File: config.mk
export PLATFORM = sky130hd
export DESIGN_NAME = stereo_rms_level_meter_core_flat
export DESIGN_NICKNAME = d
export VERILOG_FILES = /design/src/rtl/slm_pkg.sv /design/src/rtl/slm_if.sv /design/src/rtl/slm_ctrl.sv /design/src/rtl/slm_datapath.sv /design/src/rtl/stereo_rms_level_meter_core.sv /design/src/flat_wrapper.sv
export SDC_FILE = /design/constraint.sdc
export NUM_CORES = 2
export LEC_CHECK = 0
export BUFFER_PORTS_ARGS = -buffer_cell sky130_fd_sc_hd__buf_2
export CAP_MARGIN = 5
export CELL_PAD_IN_SITES_DETAIL_PLACEMENT = 0
export CELL_PAD_IN_SITES_GLOBAL_PLACEMENT = 1
export CORE_UTILIZATION = 28
export CTS_BUF_LIST = sky130_fd_sc_hd__clkbuf_2
export DETAILED_ROUTE_END_ITERATION = 10
export PLACE_DENSITY_LB_ADDON = 0.08
export SYNTH_ARGS = -nofsm -noshare
export SYNTH_HDL_FRONTEND = slang
export SYNTH_HIERARCHICAL = 1
export SYNTH_SLANG_ARGS = --single-unit
export TNS_END_PERCENT = 10
File: constraint.sdc
create_clock -name clk -period 10.06 [get_ports clk]
set_clock_uncertainty 0.05 [all_clocks]
set_input_delay 1.006 -clock clk [delete_from_list [all_inputs] [get_ports clk]]
set_output_delay 1.006 -clock clk [all_outputs]
set_load 0.05 [all_outputs]
File: src/rtl/slm_pkg.sv
// Shared constants, types and command/status structs for the stereo RMS
// level meter. No dependencies; every other file imports this package.
package slm_pkg;

  // Field and register widths
  localparam int SAMPLE_W   = 16;
  localparam int HALF_W     = 15;
  localparam int SQ_W       = 29;
  localparam int SUM_W      = 40;
  localparam int FRAMES_W   = 11;
  localparam int DIVR_W     = 12;
  localparam int REM_W      = 11;
  localparam int ROOT_W     = 30;
  localparam int LEVEL_W    = 15;
  localparam int WEIGHT_W   = 16;
  localparam int PROD_W     = 33;
  localparam int CFG_IDX_W  = 4;
  localparam int CFG_DATA_W = 16;
  localparam int STEP_W     = 6;

  // Block length limit and iteration counts
  localparam int MAX_FRAMES  = 1024;
  localparam int DIV_STEPS   = 40;
  localparam int SQRT_STEPS  = 15;

  localparam logic [FRAMES_W-1:0] FRAMES_RESET   = 11'd256;
  localparam logic [WEIGHT_W-1:0] WEIGHT_RESET   = 16'd4588;
  localparam logic [ROOT_W-1:0]   SQRT_BIT_INIT  = 30'h1000_0000;

  // Configuration register indexes
  typedef enum logic [CFG_IDX_W-1:0] {
    REG_FRAMES_PER_BLOCK = 4'd0,
    REG_SMOOTHING_WEIGHT = 4'd1
  } cfg_reg_t;

  // Controller -> datapath commands
  typedef struct packed {
    logic load_in;
    logic square;
    logic accum;
    logic div_step;
    logic sqrt_init;
    logic sqrt_step;
    logic mul;
    logic update;
    logic out_load;
  } slm_cmd_t;

  // Datapath -> controller status
  typedef struct packed {
    logic block_end;
    logic out_free;
  } slm_sts_t;

endpackage

File: src/rtl/slm_if.sv
// Channel interfaces for the level meter: sample input, result output and
// configuration write. Depends on slm_pkg.
interface slm_in_if;
  import slm_pkg::*;
  logic                       valid;
  logic                       ready;
  logic signed [SAMPLE_W-1:0] left_sample;
  logic signed [SAMPLE_W-1:0] right_sample;
  modport source (output valid, left_sample, right_sample, input ready);
  modport sink   (input valid, left_sample, right_sample, output ready);
endinterface

interface slm_out_if;
  import slm_pkg::*;
  logic               valid;
  logic               ready;
  logic [LEVEL_W-1:0] block_rms;
  logic [LEVEL_W-1:0] smoothed_level;
  modport source (output valid, block_rms, smoothed_level, input ready);
  modport sink   (input valid, block_rms, smoothed_level, output ready);
endinterface

interface slm_cfg_if;
  import slm_pkg::*;
  logic                  valid;
  logic                  ready;
  logic [CFG_IDX_W-1:0]  index;
  logic [CFG_DATA_W-1:0] data;
  modport source (output valid, index, data, input ready);
  modport sink   (input valid, index, data, output ready);
endinterface

File: src/rtl/slm_ctrl.sv
// Sequencer for the level meter: steps the datapath through accept, square,
// accumulate and, per block, divide, sqrt, smoothing, output. Uses slm_pkg.
module slm_ctrl (
  input  logic              clk,
  input  logic              rst_n,
  input  logic              in_valid,
  output logic              in_ready,
  input  slm_pkg::slm_sts_t sts,
  output slm_pkg::slm_cmd_t cmd
);
  import slm_pkg::*;

  typedef enum logic [8:0] {
    S_IDLE = 9'b000000001,
    S_SQ   = 9'b000000010,
    S_ACC  = 9'b000000100,
    S_DIV  = 9'b000001000,
    S_SQI  = 9'b000010000,
    S_SQRT = 9'b000100000,
    S_MUL  = 9'b001000000,
    S_UPD  = 9'b010000000,
    S_OUT  = 9'b100000000
  } state_t;

  state_t             state_r, state_nxt;
  logic [STEP_W-1:0]  step_r, step_nxt;

  // Next state, step counter and commands
  always_comb begin
    state_nxt = state_r;
    step_nxt  = step_r;
    cmd       = '0;
    in_ready  = 1'b0;
    case (state_r)
      S_IDLE: begin
        in_ready = 1'b1;
        if (in_valid) begin
          cmd.load_in = 1'b1;
          state_nxt   = S_SQ;
        end
      end
      S_SQ: begin
        cmd.square = 1'b1;
        state_nxt  = S_ACC;
      end
      S_ACC: begin
        cmd.accum = 1'b1;
        step_nxt  = '0;
        state_nxt = sts.block_end ? S_DIV : S_IDLE;
      end
      S_DIV: begin
        cmd.div_step = 1'b1;
        if (step_r == STEP_W'(DIV_STEPS - 1)) begin
          step_nxt  = '0;
          state_nxt = S_SQI;
        end else begin
          step_nxt = step_r + 1'b1;
        end
      end
      S_SQI: begin
        cmd.sqrt_init = 1'b1;
        state_nxt     = S_SQRT;
      end
      S_SQRT: begin
        cmd.sqrt_step = 1'b1;
        if (step_r == STEP_W'(SQRT_STEPS - 1)) begin
          step_nxt  = '0;
          state_nxt = S_MUL;
        end else begin
          step_nxt = step_r + 1'b1;
        end
      end
      S_MUL: begin
        cmd.mul   = 1'b1;
        state_nxt = S_UPD;
      end
      S_UPD: begin
        cmd.update = 1'b1;
        state_nxt  = S_OUT;
      end
      S_OUT: begin
        // wait for the output register to free up
        if (sts.out_free) begin
          cmd.out_load = 1'b1;
          state_nxt    = S_IDLE;
        end
      end
      default: begin
        state_nxt = S_IDLE;
      end
    endcase
  end

  always_ff @(posedge clk) begin
    if (!rst_n) begin
      state_r <= S_IDLE;
      step_r  <= '0;
    end else begin
      state_r <= state_nxt;
      step_r  <= step_nxt;
    end
  end

endmodule

File: src/rtl/slm_datapath.sv
// Datapath of the level meter: config registers, squaring, accumulator,
// shift-subtract divider, digit-by-digit square root, smoothing, output
// register. Driven by slm_ctrl through slm_pkg command/status structs.
module slm_datapath (
  input  logic                                 clk,
  input  logic                                 rst_n,
  input  slm_pkg::slm_cmd_t                    cmd,
  output slm_pkg::slm_sts_t                    sts,
  input  logic signed [slm_pkg::SAMPLE_W-1:0]  left_sample,
  input  logic signed [slm_pkg::SAMPLE_W-1:0]  right_sample,
  input  logic                                 cfg_valid,
  input  logic [slm_pkg::CFG_IDX_W-1:0]        cfg_index,
  input  logic [slm_pkg::CFG_DATA_W-1:0]       cfg_data,
  output logic                                 out_valid,
  input  logic                                 out_ready,
  output logic [slm_pkg::LEVEL_W-1:0]          block_rms,
  output logic [slm_pkg::LEVEL_W-1:0]          smoothed_level
);
  import slm_pkg::*;

  logic [FRAMES_W-1:0]      frames_cfg_r;
  logic [WEIGHT_W-1:0]      weight_cfg_r;
  logic signed [HALF_W-1:0] half_l_r, half_r_r;
  logic [SQ_W-1:0]          sq_l_r, sq_r_r;
  logic [SUM_W-1:0]         sum_r;
  logic [FRAMES_W-1:0]      count_r;
  logic [SUM_W-1:0]         work_r;
  logic [REM_W-1:0]         rem_r;
  logic [DIVR_W-1:0]        divisor_r;
  logic [ROOT_W-1:0]        x_r, root_r, bit_r;
  logic signed [PROD_W-1:0] prod_r;
  logic [LEVEL_W-1:0]       level_r;
  logic                     out_valid_r;
  logic [LEVEL_W-1:0]       out_rms_r, out_lvl_r;

  logic [FRAMES_W-1:0]        len_eff;
  logic [FRAMES_W-1:0]        frames;
  logic [SUM_W-1:0]           sum_add;
  logic signed [2*HALF_W-1:0] prod_l, prod_r_sq;
  logic [DIVR_W-1:0]          rem_sh;
  logic                       q_bit;
  logic [ROOT_W-1:0]          trial;
  logic signed [LEVEL_W:0]    diff;
  logic signed [WEIGHT_W:0]   weight_s;
  logic signed [PROD_W-1:0]   prod_nxt;
  logic [LEVEL_W-1:0]         level_nxt;

  // Effective block length: zero acts as one, capped at MAX_FRAMES
  always_comb begin
    if (frames_cfg_r == '0) begin
      len_eff = FRAMES_W'(1);
    end else if (frames_cfg_r > FRAMES_W'(MAX_FRAMES)) begin
      len_eff = FRAMES_W'(MAX_FRAMES);
    end else begin
      len_eff = frames_cfg_r;
    end
  end

  assign frames        = count_r + 1'b1;
  assign sts.block_end = (frames >= len_eff);
  assign sts.out_free  = !out_valid_r || out_ready;

  // Squares of the halved samples (always non-negative)
  assign prod_l    = half_l_r * half_l_r;
  assign prod_r_sq = half_r_r * half_r_r;
  assign sum_add   = sum_r + {{(SUM_W-SQ_W){1'b0}}, sq_l_r}
                           + {{(SUM_W-SQ_W){1'b0}}, sq_r_r};

  // One restoring divide step
  assign rem_sh = {rem_r, work_r[SUM_W-1]};
  assign q_bit  = (rem_sh >= divisor_r);

  // One square root step
  assign trial = root_r + bit_r;

  // Smoothing: level += floor((rms - level) * weight / 65536)
  assign diff      = $signed({1'b0, root_r[LEVEL_W-1:0]}) - $signed({1'b0, level_r});
  assign weight_s  = $signed({1'b0, weight_cfg_r});
  assign prod_nxt  = diff * weight_s;
  assign level_nxt = level_r + prod_r[WEIGHT_W +: LEVEL_W];

  // Configuration registers
  always_ff @(posedge clk) begin
    if (!rst_n) begin
      frames_cfg_r <= FRAMES_RESET;
      weight_cfg_r <= WEIGHT_RESET;
    end else if (cfg_valid) begin
      case (cfg_reg_t'(cfg_index))
        REG_FRAMES_PER_BLOCK: frames_cfg_r <= cfg_data[FRAMES_W-1:0];
        REG_SMOOTHING_WEIGHT: weight_cfg_r <= cfg_data[WEIGHT_W-1:0];
        default: ;
      endcase
    end
  end

  // Block state: accumulator, frame counter, smoothed level, output register
  always_ff @(posedge clk) begin
    if (!rst_n) begin
      sum_r       <= '0;
      count_r     <= '0;
      level_r     <= '0;
      out_valid_r <= 1'b0;
    end else begin
      if (cmd.accum) begin
        if (sts.block_end) begin
          sum_r   <= '0;
          count_r <= '0;
        end else begin
          sum_r   <= sum_add;
          count_r <= frames;
        end
      end
      if (cmd.update) begin
        level_r <= level_nxt;
      end
      if (cmd.out_load) begin
        out_valid_r <= 1'b1;
      end else if (out_ready) begin
        out_valid_r <= 1'b0;
      end
    end
  end

  // Payload registers
  always_ff @(posedge clk) begin
    if (cmd.load_in) begin
      half_l_r <= left_sample[SAMPLE_W-1:1];
      half_r_r <= right_sample[SAMPLE_W-1:1];
    end
    if (cmd.square) begin
      sq_l_r <= prod_l[SQ_W-1:0];
      sq_r_r <= prod_r_sq[SQ_W-1:0];
    end
    if (cmd.accum && sts.block_end) begin
      work_r    <= sum_add;
      rem_r     <= '0;
      divisor_r <= {frames, 1'b0};
    end else if (cmd.div_step) begin
      work_r <= {work_r[SUM_W-2:0], q_bit};
      rem_r  <= q_bit ? REM_W'(rem_sh - divisor_r) : rem_sh[REM_W-1:0];
    end
    if (cmd.sqrt_init) begin
      x_r    <= work_r[ROOT_W-1:0];
      root_r <= '0;
      bit_r  <= SQRT_BIT_INIT;
    end else if (cmd.sqrt_step) begin
      if (x_r >= trial) begin
        x_r    <= x_r - trial;
        root_r <= (root_r >> 1) + bit_r;
      end else begin
        root_r <= root_r >> 1;
      end
      bit_r <= bit_r >> 2;
    end
    if (cmd.mul) begin
      prod_r <= prod_nxt;
    end
    if (cmd.out_load) begin
      out_rms_r <= root_r[LEVEL_W-1:0];
      out_lvl_r <= level_r;
    end
  end

  assign out_valid      = out_valid_r;
  assign block_rms      = out_rms_r;
  assign smoothed_level = out_lvl_r;

endmodule

File: src/rtl/stereo_rms_level_meter_core.sv
// Top level of the stereo RMS level meter: joins slm_ctrl and slm_datapath
// to the channel interfaces. Depends on slm_pkg and slm_if.
//
//   channel | dir | payload                         | accepted when
//   in_ch   | in  | left_sample, right_sample       | valid && ready
//   out_ch  | out | block_rms, smoothed_level       | valid && ready
//   cfg_ch  | in  | index, data                     | valid && ready (ready tied high)
//
// A frame passes through accept, square and accumulate; one item at a time.
// The frame that ends a block adds the divider steps, the square root setup
// and steps, then the smoothing multiply, level update and output load.
// Reset is synchronous: accumulator, frame count and level clear, config
// registers return to 256 frames and weight 4588.
// A held result stalls the next block end; no frames are accepted meanwhile.
module stereo_rms_level_meter_core (
  input logic        clk,
  input logic        rst_n,
  slm_in_if.sink     in_ch,
  slm_out_if.source  out_ch,
  slm_cfg_if.sink    cfg_ch
);
  import slm_pkg::*;

  slm_cmd_t cmd;
  slm_sts_t sts;

  assign cfg_ch.ready = 1'b1;

  slm_ctrl u_ctrl (
    .clk      (clk),
    .rst_n    (rst_n),
    .in_valid (in_ch.valid),
    .in_ready (in_ch.ready),
    .sts      (sts),
    .cmd      (cmd)
  );

  slm_datapath u_dp (
    .clk            (clk),
    .rst_n          (rst_n),
    .cmd            (cmd),
    .sts            (sts),
    .left_sample    (in_ch.left_sample),
    .right_sample   (in_ch.right_sample),
    .cfg_valid      (cfg_ch.valid),
    .cfg_index      (cfg_ch.index),
    .cfg_data       (cfg_ch.data),
    .out_valid      (out_ch.valid),
    .out_ready      (out_ch.ready),
    .block_rms      (out_ch.block_rms),
    .smoothed_level (out_ch.smoothed_level)
  );

endmodule

File: src/flat_wrapper.sv
// flat-port wrapper written by rule: the top's interface ports become plain ports
module stereo_rms_level_meter_core_flat import slm_pkg::*;
  (clk, rst_n, in_ch_valid, in_ch_left_sample, in_ch_right_sample, in_ch_ready, out_ch_valid, out_ch_block_rms, out_ch_smoothed_level, out_ch_ready, cfg_ch_valid, cfg_ch_index, cfg_ch_data, cfg_ch_ready);
  slm_in_if in_ch_i ();
  slm_out_if out_ch_i ();
  slm_cfg_if cfg_ch_i ();
  input logic clk;
  input logic rst_n;
  input wire logic [$bits(in_ch_i.valid)-1:0] in_ch_valid;
  input wire logic [$bits(in_ch_i.left_sample)-1:0] in_ch_left_sample;
  input wire logic [$bits(in_ch_i.right_sample)-1:0] in_ch_right_sample;
  output wire logic [$bits(in_ch_i.ready)-1:0] in_ch_ready;
  output wire logic [$bits(out_ch_i.valid)-1:0] out_ch_valid;
  output wire logic [$bits(out_ch_i.block_rms)-1:0] out_ch_block_rms;
  output wire logic [$bits(out_ch_i.smoothed_level)-1:0] out_ch_smoothed_level;
  input wire logic [$bits(out_ch_i.ready)-1:0] out_ch_ready;
  input wire logic [$bits(cfg_ch_i.valid)-1:0] cfg_ch_valid;
  input wire logic [$bits(cfg_ch_i.index)-1:0] cfg_ch_index;
  input wire logic [$bits(cfg_ch_i.data)-1:0] cfg_ch_data;
  output wire logic [$bits(cfg_ch_i.ready)-1:0] cfg_ch_ready;
  assign in_ch_i.valid = in_ch_valid;
  assign in_ch_i.left_sample = in_ch_left_sample;
  assign in_ch_i.right_sample = in_ch_right_sample;
  assign in_ch_ready = in_ch_i.ready;
  assign out_ch_valid = out_ch_i.valid;
  assign out_ch_block_rms = out_ch_i.block_rms;
  assign out_ch_smoothed_level = out_ch_i.smoothed_level;
  assign out_ch_i.ready = out_ch_ready;
  assign cfg_ch_i.valid = cfg_ch_valid;
  assign cfg_ch_i.index = cfg_ch_index;
  assign cfg_ch_i.data = cfg_ch_data;
  assign cfg_ch_ready = cfg_ch_i.ready;
  stereo_rms_level_meter_core u_core (.clk(clk), .rst_n(rst_n), .in_ch(in_ch_i), .out_ch(out_ch_i), .cfg_ch(cfg_ch_i));
endmodule
==> results_tabular.tex <==
\begin{tabular}{lr}
\hline
Metric & Value \\
\hline
\multicolumn{2}{l}{\textbf{Clocking}} \\
\quad Clk buf depth & 3 \\
\quad Sinks on the clock net & 377 \\
\quad Hold Buf Count CTS & 65 \\
\quad Setup Fix Bufs, Post-CTS & 0 \\
\quad Post-CTS resize count & 0 \\
\quad Clock transition at the registers of the reported paths & 100 ps \\
\quad Number of buffers created by CTS & 118 \\
\quad Cell chosen for the clock root & clkbuf\_2 \\
\quad Clock network latency to the later pin of the worst-skew pair & 1400 ps \\
\quad Number of levels in the clock H-tree & 3 \\
\quad Clock tree from TritonCTS & built \\
\multicolumn{2}{l}{\textbf{Timing}} \\
\quad Worst-case headroom to the max-slew limit & 0.266 \\
\quad Transition time at the pin with the least slew margin & 1090 ps \\
\quad Unrepaired setup endpoints after global routing & no \\
\quad Total count of hold-check failures in the final report & 0 \\
\quad Crit path time final & 8880 ps \\
\quad Slack of the critical path & $\sim$1200 ps \\
\quad Final count of pins violating max slew & 0 \\
\quad Setup TNS & 0 ps \\
\quad Share of the clock period used by the worst path & 0.882 \\
\quad Final setup violation count & 0 \\
\quad FMAX & approximately 0.11 GHz \\
\multicolumn{2}{l}{\textbf{Critical path}} \\
\quad Worst Path Arrival & 9980 ps \\
\quad Slowest-stage cell, CP & a2111oi\_1 \\
\quad Dominant cell type by count on the critical path & fa\_1 \\
\quad Critical setup path kind & reg2reg \\
\quad Setup slack, reg-to-reg & $\sim$1200 ps \\
\quad Depth of the worst register-to-register path & 29 \\
\quad Critical path destination & u\_core/u\_dp/prod\_r[30] \\
\quad Required time at the worst-slack endpoint & 11160 ps \\
\quad Crit-path max FO & 9 \\
\quad End of the worst register-to-register path & u\_core/u\_dp/prod\_r[30] \\
\quad Type of destination of the critical path & flip-flop \\
\quad Largest stage delay, worst path & around 730 ps \\
\quad CP Launch Point & u\_core/u\_dp/level\_r[1] \\
\quad Startpoint Class & flip-flop \\
\quad RR Startpoint & u\_core/u\_dp/level\_r[1] \\
\multicolumn{2}{l}{\textbf{Synth}} \\
\quad Share of synthesized area occupied by flip-flops and latches & 0.219 \\
\quad Multiplexer fraction of the synthesized cell area & 0.0129 \\
\quad Number of synthesized register bits & 377 \\
\quad Gate Count Post-Synth & approximately 4600 \\
\quad Number of unique standard cell types used by synthesis & 95 \\
\quad Net count after synthesis & roughly 5700 \\
\quad Largest cells by area after synthesis & fa\_1, edfxtp\_1, ha\_1, dfxtp\_1, inv\_1 \\
\quad Dominant combinational cell family by area after synthesis & adder cells \\
\quad Synthesized-area fraction occupied by xor and xnor cells & 0.0409 \\
\quad Synthesis Warnings & 6 \\
\quad List of most frequent post-synthesis cells & inv\_1, fa\_1, nand2\_1, ha\_1, nor2\_1 \\
\quad Top\_reg\_cell synth & edfxtp\_1 \\
\quad Fraction of the mapped netlist area in adder cells & 0.395 \\
\quad Share of synthesized flip-flops with an asynchronous set or reset & 0 \\
\quad Cell taking the most area after synthesis & fa\_1 \\
\quad Post-synthesis compound-gate area fraction & 0.111 \\
\quad Share of synthesized cell area in and, or, nand and nor gates & 0.139 \\
\quad Portion of synthesized cell area occupied by the leading cell type & 0.278 \\
\quad Most instantiated library cell after synthesis & inv\_1 \\
\quad Synthesized area per cell & 9.51 um2 \\
\quad Post-synth design cell area & 44200 um2 \\
\quad EDFF count, synth & 212 \\
\multicolumn{2}{l}{\textbf{Global routing}} \\
\quad Maximum number of pins on one net before global-route repair & 65 \\
\quad Overall routing resource usage & 0.163 \\
\quad Number of antenna violations at the first check in global routing & 9 \\
\quad Total global routing overflow & 0 \\
\quad Global-route wire length before repair & 200000 um \\
\quad Vias in the first global route & 34542 \\
\multicolumn{2}{l}{\textbf{Cells and area}} \\
\quad Layout cells sized above 1 & 0.0864 \\
\quad FILL cells & 16582 \\
\quad Final design area excluding fillers & 49000 um2 \\
\quad Synth-to-layout area growth & 10.9\% \\
\quad Final \#Nets & a little under 6000 \\
\quad Finished Layout Cells & 6997 \\
\multicolumn{2}{l}{\textbf{Run}} \\
\quad Number of max-cap violations & 0 \\
\multicolumn{2}{l}{\textbf{Routing}} \\
\quad Detailed Route Iter0 Violations & 1105 \\
\quad Average wire length per cell after detail routing & 18.1 um \\
\quad Number of design rule violations left after detail routing & 0 \\
\quad First-pass iteration count of the detailed router & 5 \\
\quad Post-DR vias/cell & 4.55 \\
\quad Overall via count from detail\_route & approximately 32000 \\
\quad Wire length reported by the detailed router & 127000 um \\
\quad Remaining antenna violation count after routing & 0 \\
\multicolumn{2}{l}{\textbf{Floorplan}} \\
\quad Total number of placement rows & 145 \\
\quad Total die area & roughly 160000 um2 \\
\quad Effective utilization at floorplan & 0.282 \\
\quad Area of the core region & 156000 um2 \\
\quad Count of boundary I/O pins & 90 \\
\quad Vert. Die Dim & $\sim$400 um \\
\quad Width of the chip & 399 um \\
\multicolumn{2}{l}{\textbf{Place}} \\
\quad Total instance count after detailed placement & 6696 \\
\quad GPL Wtd Cong & 0.763 \\
\quad Post-DP Area & between 40000 and 50000 um2 \\
\quad Sum of net half-perimeters after detailed placement & 99200 um \\
\quad Setup slack at placement & 1020 ps \\
\quad IO buf count & 86 \\
\multicolumn{2}{l}{\textbf{Min path}} \\
\quad Path type of the worst min-delay path & in2reg \\
\multicolumn{2}{l}{\textbf{Outcome}} \\
\quad Status & finished, final reports clean \\
\hline
\end{tabular}
[critical path, delay by kind of cell, from the launching register on]
family / cells / cell delay [ps]
flip-flops: 1 / 390
AO/OA/AOI/OAI: 9 / 2880
XOR/XNOR: 2 / 260
adder cells (fa/ha/maj): 8 / 3540
buffers and inverters: 4 / 270
AND/OR/NAND/NOR: 6 / 1270
[how the worst min path moves through the flow]
stage,cells past startpoint,from,endpoint
floorplan,0,u_core/u_dp/level_r[14],u_core/u_dp/smoothed_level[14]
global placement,2,u_core/u_dp/weight_cfg_r[4],u_core/u_dp/weight_cfg_r[4]
detailed placement,2,u_core/u_dp/count_r[10],u_core/u_dp/count_r[10]
CTS,2,in_ch_left_sample[1],u_core/u_dp/half_l_r[0]
global route,2,in_ch_right_sample[14],u_core/u_dp/half_r_r[13]
finish,2,in_ch_left_sample[1],u_core/u_dp/half_l_r[0]
[logic make-up (layout without fill, tap and decap cells)]
group | Yosys count | in the layout
buffers and inverters | 953 | 1238
adders and majority gates | 1028 | 1028
AOI/OAI and AO/OA | 731 | 731
xor gates and xnor gates | 206 | 206
muxes | 56 | 56
DFF | 377 | 377
other | 3 | 13
and+or+nand+nor | 1290 | 1290
[per-layer routing]
metal	up-vias	global-route usage	routed length [um]	share of wire
li1	15695	-	-	-
met1	15606	0.217	60000	0.47
met2	354	0.280	60800	0.48
met3	168	0.0206	3160	0.025
met4	6	0.0359	2580	0.020
met5	-	0	39	0.00031
[sequential cells by signal, indices dropped and copies added (netlist names), 6 cells and up]
| name | flops |
|---|---|
| u_core/u_dp/divisor_r | 11 |
| u_core/u_dp/prod_r | 15 |
| u_core/u_dp/count_r | 11 |
| u_core/u_dp/sq_l_r | 28 |
| u_core/u_dp/block_rms | 15 |
| u_core/u_ctrl/state_r | 9 |
| u_core/u_dp/work_r | 40 |
| u_core/u_dp/bit_r | 15 |
| u_core/u_ctrl/step_r | 6 |
| u_core/u_dp/level_r | 15 |
| u_core/u_dp/root_r | 30 |
| u_core/u_dp/rem_r | 11 |
| u_core/u_dp/sq_r_r | 28 |
| u_core/u_dp/frames_cfg_r | 11 |
| u_core/u_dp/sum_r | 40 |
| u_core/u_dp/smoothed_level | 15 |
| u_core/u_dp/half_r_r | 15 |
| u_core/u_dp/weight_cfg_r | 16 |
| u_core/u_dp/x_r | 30 |
| u_core/u_dp/half_l_r | 15 |
[cell usage in the layout (no fill, tap or decap), types with 33 or more instances in the layout]
| cell type | Yosys | routed |
|---|---|---|
| xor2_1 | 81 | 80 |
| nand2_1 | 527 | 526 |
| buf_4 | 4 | 64 |
| nor2_1 | 221 | 220 |
| and3_1 | 35 | 35 |
| a21oi_1 | 187 | 187 |
| and2_1 | 173 | 172 |
| clkbuf_2 | 0 | 181 |
| dfxtp_1 | 165 | 165 |
| o21ai_0 | 122 | 121 |
| o31ai_1 | 34 | 34 |
| nand2b_1 | 37 | 36 |
| buf_2 | 5 | 86 |
| nand3_1 | 70 | 70 |
| fa_1 | 613 | 613 |
| nor3_1 | 63 | 62 |
| xnor2_1 | 125 | 125 |
| dlygate4sd3_1 | 0 | 65 |
| inv_1 | 789 | 788 |
| a211oi_1 | 33 | 33 |
| mux2i_1 | 47 | 47 |
| a31oi_1 | 46 | 46 |
| ha_1 | 415 | 415 |
| a21o_1 | 66 | 66 |
| edfxtp_1 | 212 | 212 |
| nor2b_1 | 49 | 49 |
| clkinv_1 | 5 | 33 |
[area by class of cell]
type                    instances  area (um2)  share of cell area
clock inverters                45         275             0.00562
clock buffers                 181         906              0.0185
inverters                     797        2990              0.0611
multi-input cells            3314       31000               0.632
flip-flops and latches        377        9670               0.197
well taps                    2058        2570              0.0526
diodes                         10        25.0            0.000511
repair buffers                215        1560              0.0319
[stage by stage]
stage,util,hold slack [ps]
floorplan,-,381
global placement,0.301,402
detailed placement,0.301,417
CTS,0.313,53.1
global route,0.313,74.0
finish,0.313,296
Power is not shown: default switching activity piles up to over one toggle a cycle in this logic, so the estimate is an artifact.
